===== src/hw/rtl/b64d_pkg.sv =====
// shared types, constants and the alphabet lookup for the base64 stream decoder
`default_nettype none

package b64d_pkg;

   // alphabet anchors
   localparam logic [7:0] CharUpperA = 8'h41;
   localparam logic [7:0] CharUpperZ = 8'h5A;
   localparam logic [7:0] CharLowerA = 8'h61;
   localparam logic [7:0] CharLowerZ = 8'h7A;
   localparam logic [7:0] CharDigit0 = 8'h30;
   localparam logic [7:0] CharDigit9 = 8'h39;
   localparam logic [7:0] CharPlus   = 8'h2B;
   localparam logic [7:0] CharSlash  = 8'h2F;

   // sextet values where each alphabet range starts
   localparam logic [5:0] SextetLowerBase = 6'd26;
   localparam logic [5:0] SextetDigitBase = 6'd52;
   localparam logic [5:0] SextetPlus      = 6'd62;
   localparam logic [5:0] SextetSlash     = 6'd63;

   // results one character can raise, and the reset maximum
   localparam int unsigned ResultDepth  = 3;
   localparam logic [15:0] MaxBytesReset = 16'd64;

   typedef struct packed {
      logic       ok;
      logic [5:0] val;
   } sextet_type;

   typedef struct packed {
      logic [7:0]  out_byte;
      logic        is_status;
      logic [15:0] bytes_total;
      logic        complete;
   } result_type;

   // map one character to its sextet; ok low marks a terminator
   function automatic sextet_type sextet_of(input logic [7:0] ch);
      sextet_type s;
      s.ok  = 1'b1;
      s.val = 6'd0;
      case (ch) inside
         [CharUpperA:CharUpperZ]: begin
            s.val = 6'(ch - CharUpperA);
         end
         [CharLowerA:CharLowerZ]: begin
            s.val = 6'(ch - CharLowerA) + SextetLowerBase;
         end
         [CharDigit0:CharDigit9]: begin
            s.val = 6'(ch - CharDigit0) + SextetDigitBase;
         end
         CharPlus: begin
            s.val = SextetPlus;
         end
         CharSlash: begin
            s.val = SextetSlash;
         end
         default: begin
            s.ok = 1'b0;
         end
      endcase
      return s;
   endfunction

endpackage

`default_nettype wire


===== src/hw/rtl/base64_stream_decoder_top.sv =====
// base64 stream decoder: character in, decoded bytes and end-of-string status out
//
//  channel | direction | handshake             | payload
//  req     | in        | req_valid / req_ready | req_char_code, req_start_string
//  rsp     | out       | rsp_valid / rsp_ready | rsp_out_byte, rsp_is_status,
//          |           |                       | rsp_bytes_total, rsp_complete,
//          |           |                       | rsp_last_of_run
//  csr     | in        | csr_valid / csr_ready | csr_max_bytes
//
// A character is decoded in the cycle it is accepted; its results (none to three)
// land in a three-entry result buffer that the rsp side drains one beat a cycle while rsp_ready is high.
// A character giving at most one result flows at one per cycle while rsp_ready is high; one
// that gives more results holds req_ready low until the buffer drains to its last beat.
// Synchronous reset clears the decoder state, empties the buffer and sets max_bytes to 64.
// A stall on rsp holds the current beat; req_ready drops until the buffer frees.
`default_nettype none

module base64_stream_decoder_top
   import b64d_pkg::*;
(
   input  wire logic        clock,
   input  wire logic        reset,
   input  wire logic        req_valid,
   output      logic        req_ready,
   input  wire logic [7:0]  req_char_code,
   input  wire logic        req_start_string,
   output      logic        rsp_valid,
   input  wire logic        rsp_ready,
   output      logic [7:0]  rsp_out_byte,
   output      logic        rsp_is_status,
   output      logic [15:0] rsp_bytes_total,
   output      logic        rsp_complete,
   output      logic        rsp_last_of_run,
   input  wire logic        csr_valid,
   output      logic        csr_ready,
   input  wire logic [15:0] csr_max_bytes
);

   logic [15:0] max_bytes_ff;
   logic [17:0] store_ff,  store_in;
   logic [1:0]  fill_ff,   fill_in;
   logic [15:0] count_ff,  count_in;
   logic        stopped_ff, stopped_in;
   result_type  buf_ff [ResultDepth];
   result_type  buf_in [ResultDepth];
   logic [1:0]  num_ff, num_in;
   logic [1:0]  rd_ff;

   logic        req_fire;
   logic        rsp_fire;
   logic        last_beat;

   // working copies of the state after an optional string start
   logic [17:0] cur_store;
   logic [1:0]  cur_fill;
   logic [15:0] cur_count;
   logic        cur_stopped;
   sextet_type  sx;
   logic [23:0] group;
   logic [7:0]  want_byte [ResultDepth];
   logic [1:0]  want_num;
   logic [15:0] run_count;

   assign csr_ready = 1'b1;

   // handshakes and drain position
   assign rsp_valid = (rd_ff != num_ff);
   assign last_beat = ((rd_ff + 2'd1) == num_ff);
   assign rsp_fire  = rsp_valid && rsp_ready;
   assign req_ready = !rsp_valid || (rsp_ready && last_beat);
   assign req_fire  = req_valid && req_ready;

   // output beat from the buffer
   assign rsp_out_byte    = buf_ff[rd_ff].out_byte;
   assign rsp_is_status   = buf_ff[rd_ff].is_status;
   assign rsp_bytes_total = buf_ff[rd_ff].bytes_total;
   assign rsp_complete    = buf_ff[rd_ff].complete;
   assign rsp_last_of_run = last_beat;

   // decode one character into results and next state
   always_comb begin
      cur_store   = req_start_string ? 18'd0 : store_ff;
      cur_fill    = req_start_string ? 2'd0  : fill_ff;
      cur_count   = req_start_string ? 16'd0 : count_ff;
      cur_stopped = req_start_string ? 1'b0  : stopped_ff;
      sx          = sextet_of(req_char_code);
      group       = {cur_store, sx.val};

      store_in   = cur_store;
      fill_in    = cur_fill;
      count_in   = cur_count;
      stopped_in = cur_stopped;
      num_in     = 2'd0;
      run_count  = cur_count;
      for (int i = 0; i < ResultDepth; i++) begin
         buf_in[i]    = buf_ff[i];
         want_byte[i] = 8'd0;
      end
      want_num = 2'd0;

      // bytes this character would release
      if (sx.ok) begin
         if (cur_fill == 2'd3) begin
            want_num     = 2'd3;
            want_byte[0] = group[23:16];
            want_byte[1] = group[15:8];
            want_byte[2] = group[7:0];
         end
      end else begin
         if (cur_fill == 2'd2) begin
            want_num     = 2'd1;
            want_byte[0] = cur_store[11:4];
         end else if (cur_fill == 2'd3) begin
            want_num     = 2'd2;
            want_byte[0] = cur_store[17:10];
            want_byte[1] = cur_store[9:2];
         end
      end

      if (!cur_stopped) begin
         // bytes up to the maximum, as a prefix of the buffer
         for (int i = 0; i < ResultDepth; i++) begin
            if ((2'(i) < want_num) && (run_count < max_bytes_ff)) begin
               run_count             = run_count + 16'd1;
               buf_in[i].out_byte    = want_byte[i];
               buf_in[i].is_status   = 1'b0;
               buf_in[i].bytes_total = run_count;
               buf_in[i].complete    = (run_count == max_bytes_ff);
               num_in                = 2'(i + 1);
            end
         end
         count_in = run_count;

         // group update, or end of string with status
         if (sx.ok) begin
            if (cur_fill == 2'd3) begin
               store_in = 18'd0;
               fill_in  = 2'd0;
            end else begin
               store_in = {cur_store[11:0], sx.val};
               fill_in  = cur_fill + 2'd1;
            end
         end else begin
            store_in                   = 18'd0;
            fill_in                    = 2'd0;
            stopped_in                 = 1'b1;
            buf_in[num_in].out_byte    = 8'd0;
            buf_in[num_in].is_status   = 1'b1;
            buf_in[num_in].bytes_total = run_count;
            buf_in[num_in].complete    = (run_count == max_bytes_ff);
            num_in                     = num_in + 2'd1;
         end
      end
   end

   // control state
   always_ff @(posedge clock) begin
      if (reset) begin
         max_bytes_ff <= MaxBytesReset;
         store_ff     <= 18'd0;
         fill_ff      <= 2'd0;
         count_ff     <= 16'd0;
         stopped_ff   <= 1'b0;
         num_ff       <= 2'd0;
         rd_ff        <= 2'd0;
      end else begin
         if (csr_valid && csr_ready) begin
            max_bytes_ff <= csr_max_bytes;
         end
         if (req_fire) begin
            store_ff   <= store_in;
            fill_ff    <= fill_in;
            count_ff   <= count_in;
            stopped_ff <= stopped_in;
            num_ff     <= num_in;
            rd_ff      <= 2'd0;
         end else if (rsp_fire) begin
            rd_ff <= rd_ff + 2'd1;
         end
      end
   end

   // result buffer payload
   always_ff @(posedge clock) begin
      if (req_fire) begin
         for (int i = 0; i < ResultDepth; i++) begin
            buf_ff[i] <= buf_in[i];
         end
      end
   end

endmodule

`default_nettype wire


===== config.mk =====
export PLATFORM = sky130hd
export DESIGN_NAME = base64_stream_decoder_top
export DESIGN_NICKNAME = d
export VERILOG_FILES = /design/src/hw/rtl/b64d_pkg.sv /design/src/hw/rtl/base64_stream_decoder_top.sv
export SDC_FILE = /design/constraint.sdc
export NUM_CORES = 1
export LEC_CHECK = 0
export BUFFER_PORTS_ARGS = -buffer_cell sky130_fd_sc_hd__clkbuf_2
export CAP_MARGIN = 20
export CORE_AREA = 4 4 152 154
export DETAILED_ROUTE_END_ITERATION = 12
export DIE_AREA = 0 0 156 158
export PLACE_DENSITY = 0.78
export SLEW_MARGIN = 20
export SYNTH_ARGS = -nofsm -noshare
export SYNTH_HDL_FRONTEND = slang
export SYNTH_SLANG_ARGS = --single-unit
export TNS_END_PERCENT = 50

===== constraint.sdc =====
create_clock -name clock -period 11.95 [get_ports clock]
set_input_delay 1.195 -clock clock [delete_from_list [all_inputs] [get_ports clock]]
set_output_delay 1.195 -clock clock [all_outputs]
set_load 0.03 [all_outputs]

==> impl_metrics.prom <==
# TYPE chip_impl_metric gauge
chip_impl_metric{name="timing.max_slew.rel_slack",unit="%"} 25.4
chip_impl_metric{name="via_per_inst",unit=""} 6.55
chip_impl_info{name="layout.cells.most_common",value="sky130_fd_sc_hd__nor2_1"} 1
chip_impl_metric{name="p_sw",unit="mW"} 0.604
chip_impl_info{name="tritoncts",value="done"} 1
chip_impl_metric{name="via_count",unit=""} 11428
chip_impl_metric{name="synthDistinctLibCells",unit=""} 87
chip_impl_metric{name="drt_iter0_drc",unit=""} 1073
chip_impl_metric{name="synth.yosys.warnings",unit=""} 0
chip_impl_metric{name="powerDensity",unit="nW/µm²"} 125
chip_impl_metric{name="first_global_vias",unit=""} 11265
chip_impl_metric{name="crit_required",unit="ns"} 12.27
chip_impl_metric{name="design.final.nets",unit=""} 1548
chip_impl_metric{name="core",unit="µm²"} 21700
chip_impl_metric{name="detail_route.wl_per_cell",unit="µm"} 24.6
chip_impl_info{name="critical_path_class",value="in2reg"} 1
chip_impl_metric{name="drt.antenna.violating_nets",unit=""} 0
chip_impl_metric{name="cts_resizes",unit=""} 0
chip_impl_metric{name="share_seq_of_total_power",unit="%"} 38.5
chip_impl_metric{name="synth.yosys.seq_area_share",unit="%"} 30.0
chip_impl_info{name="slowest_stage",value="sky130_fd_sc_hd__nor3_1"} 1
chip_impl_metric{name="vdd_ir_drop_max",unit="µV"} 86.0
chip_impl_metric{name="setup-tns-final",unit="ns"} 0
chip_impl_metric{name="grt_start_max_net_pins",unit=""} 88
chip_impl_metric{name="place_congestion",unit=""} 1.02
chip_impl_metric{name="worst_skew_pair.late_latency",unit="ns"} 0.45
chip_impl_metric{name="clkTransAtPathRegs",unit="ns"} 0.07
chip_impl_metric{name="crit_path_max_incr_delay",unit="ns"} 0.59
chip_impl_metric{name="io_buffers",unit=""} 58
chip_impl_metric{name="tot_pwr",unit="mW"} 1.60
chip_impl_metric{name="number_of_flops_mapped_to_enable_cells_by_yosys",unit=""} 78
chip_impl_metric{name="synth.net_count",unit=""} 1539
chip_impl_info{name="clock_tree.root_cell",value="sky130_fd_sc_hd__clkbuf_16"} 1
chip_impl_info{name="rsz_0062_raised_after_global_routing",value="false"} 1
chip_impl_metric{name="power.static_leakage",unit="nW"} 4.81
chip_impl_metric{name="dieWidth",unit="µm"} 156
chip_impl_metric{name="fillCellCount",unit=""} 1976
chip_impl_metric{name="setup_viol",unit=""} 0
chip_impl_metric{name="cp.arrival",unit="ns"} 11.28
chip_impl_metric{name="drt_wl_total",unit="mm"} 42.9
chip_impl_metric{name="intPower",unit="mW"} 0.997
chip_impl_info{name="min-delay-path-class",value="reg2reg"} 1
chip_impl_metric{name="finalInstanceArea",unit="µm²"} 12900
chip_impl_metric{name="grt_usage",unit="%"} 35.1
chip_impl_metric{name="placed_cell_area",unit="µm²"} 12200
chip_impl_metric{name="fraction_of_layout_instances_using_a_drive_strength_above_1",unit="%"} 10.6
chip_impl_metric{name="cts_buffer_depth",unit=""} 2
chip_impl_info{name="timing.critical_path.to_type",value="flop"} 1
chip_impl_metric{name="number_of_buffers_added_to_fix_hold_violations_after_cts",unit=""} 0
chip_impl_metric{name="syn_avg_cell_area",unit="µm²"} 8.15
chip_impl_metric{name="cts_num_sinks",unit=""} 137
chip_impl_metric{name="timing.hold.ws",unit="ns"} 0.478
chip_impl_metric{name="count_of_standard_cell_rows",unit=""} 54
chip_impl_metric{name="grt_pass1_wl",unit="mm"} 66.1
chip_impl_metric{name="clock_tree.htree_level_count",unit=""} 4
chip_impl_metric{name="grt_antenna_before_repair",unit=""} 0
chip_impl_metric{name="initial_core_util",unit="%"} 54.2
chip_impl_metric{name="timing_max_transition_violations_final",unit=""} 0
chip_impl_metric{name="syn_inst",unit=""} 1443
chip_impl_metric{name="p_clk_share",unit="%"} 35.1
chip_impl_metric{name="clock-skew-final",unit="ns"} 0.0186
chip_impl_metric{name="floorplan.io_pins",unit=""} 60
chip_impl_metric{name="drt_pre_antenna_iters",unit=""} 8
chip_impl_info{name="start_kind",value="input port"} 1
chip_impl_metric{name="tightest_slew",unit="ns"} 1.12
chip_impl_metric{name="post-route-period-util",unit="%"} 91.8
chip_impl_info{name="layout_common_cells",value="sky130_fd_sc_hd__nor2_1, sky130_fd_sc_hd__nand2_1, sky130_fd_sc_hd__xnor2_1"} 1
chip_impl_metric{name="postCtsSetupBuffers",unit=""} 0
chip_impl_metric{name="globalRoute.totalOverflow",unit=""} 0
chip_impl_metric{name="share_comb_of_total_power",unit="%"} 26.5
chip_impl_metric{name="antenna_cells_inserted",unit=""} 0
chip_impl_info{name="synth_top_flop_cell",value="sky130_fd_sc_hd__edfxtp_1"} 1
chip_impl_metric{name="switching_share",unit="%"} 37.7
chip_impl_info{name="result_of_the_run",value="completed"} 1
chip_impl_metric{name="hpwlAfterDp",unit="mm"} 32.4
chip_impl_metric{name="die_h",unit="µm"} 158
chip_impl_metric{name="syn_to_final_growth",unit="%"} 9.31
chip_impl_metric{name="syn-cell-area",unit="µm²"} 11800
chip_impl_metric{name="timing.final.crit_period",unit="ns"} 10.97
chip_impl_metric{name="floorplan.die_area",unit="µm²"} 24600
chip_impl_metric{name="report.final.hold_viol_count",unit=""} 0
chip_impl_metric{name="postLayoutCoreUtil",unit="%"} 59.3
chip_impl_metric{name="postSynthRegisterBits",unit=""} 137
chip_impl_metric{name="cts_made_buffers",unit=""} 17
chip_impl_metric{name="residual_drc_count",unit=""} 0
chip_impl_metric{name="cap_viol_max_count",unit=""} 0
chip_impl_metric{name="clock.fmax",unit="MHz"} 91.2
chip_impl_metric{name="maximum_net_fanout_on_the_critical_path",unit=""} 24
chip_impl_metric{name="synth-async-reset-ratio",unit="%"} 0
## logic make-up after synthesis
group                    after synthesis  share of synthesized area (%)
AO/OA/AOI/OAI                        354                           20.1
XOR/XNOR                             121                           9.89
adder cells (fa/ha/maj)               66                           7.02
buffers and inverters                151                           5.21
flip-flops                           137                           30.0
multiplexers                          62                           5.32
other                                  1                         0.0319
AND/OR/NAND/NOR                      551                           22.5
## critical path: cells and delay by family
kind,cells,cell delay [ns]
compound gates,13,4.15
simple gates,11,3.84
fa+ha+maj,3,0.97
buf+inv,2,0.48
xor+xnor,1,0.44
mux,1,0.19
## final cells by class
| cell class | count | area [µm²] | share of cell area, % |
|---|---|---|---|
| clock buffer | 17 | 425 | 3.31 |
| clock inverter | 15 | 196 | 1.53 |
| inverter | 59 | 224 | 1.74 |
| multi-input combinational | 1155 | 7670 | 59.6 |
| sequential | 137 | 3520 | 27.4 |
| tap | 280 | 350 | 2.72 |
| timing repair buffer | 82 | 468 | 3.64 |
## power groups by stage
stage	sequential (mW)	clock [mW]	combinational, mW
after floorplan	0.599	0	0.308
after global placement	0.623	0	0.411
after detailed placement	0.624	0	0.416
after CTS	0.614	0.562	0.418
after global routing	0.620	0.588	0.462
final	0.616	0.561	0.424
## path summary, 6_finish.rpt
| kind | from | to | slack, ns | cells after the start |
|---|---|---|---|---|
| setup / recovery | req_start_string | buf_ff[2][0] | 0.98 | 31 |
| hold / removal | num_ff[1] | num_ff[1] | 0.48 | 2 |
| setup reg to reg | max_bytes_ff[9] | buf_ff[2][0] | 1.45 | 30 |
| hold reg to reg | num_ff[1] | num_ff[1] | 0.48 | 2 |
## metrics by stage
stage	std cells	worst slack (ns)
2_1_floorplan	1443	1.68
3_3_place_gp	1712	0.958
3_5_place_dp	1712	0.857
4_1_cts	1744	1.26
5_1_grt	1745	0.381
6_report	1745	0.983
## cell usage after synthesis, types with 25 or more instances
| master | number | share of area [%] |
|---|---|---|
| sky130_fd_sc_hd__o21ai_0 | 76 | 3.2 |
| sky130_fd_sc_hd__and3_1 | 25 | 1.3 |
| sky130_fd_sc_hd__clkbuf_1 | 67 | 2.1 |
| sky130_fd_sc_hd__nor3_1 | 37 | 1.6 |
| sky130_fd_sc_hd__ha_1 | 66 | 7.0 |
| sky130_fd_sc_hd__mux2i_1 | 58 | 4.9 |
| sky130_fd_sc_hd__inv_1 | 52 | 1.7 |
| sky130_fd_sc_hd__nor2_1 | 171 | 5.5 |
| sky130_fd_sc_hd__nand4_1 | 25 | 1.3 |
| sky130_fd_sc_hd__dfxtp_1 | 59 | 10 |
| sky130_fd_sc_hd__edfxtp_1 | 78 | 20 |
| sky130_fd_sc_hd__nand3_1 | 46 | 2.0 |
| sky130_fd_sc_hd__a21oi_1 | 79 | 3.4 |
| sky130_fd_sc_hd__a211oi_1 | 45 | 2.9 |
| sky130_fd_sc_hd__nand2_1 | 152 | 4.9 |
| sky130_fd_sc_hd__xnor2_1 | 89 | 6.6 |
## metal layers
| metal | share of wire [%] | wire (µm) | GRT usage, % |
|---|---|---|---|
| met3 | 8.2 | 3520 | 6.37 |
| met4 | 7.3 | 3150 | 22.8 |
| met5 | 0 | 0 | 0 |
| met1 | 38 | 16500 | 42.8 |
| met2 | 46 | 19700 | 57.2 |
## state kept, by name, indices dropped and copies added, names as in the netlist, named ones only
name / flops
buf_ff: 78
store_ff: 18
count_ff: 16
max_bytes_ff: 16
fill_ff: 2
num_ff: 2
rd_ff: 2
stopped_ff: 1
No activity file was read; power rests on OpenSTA's default activity.
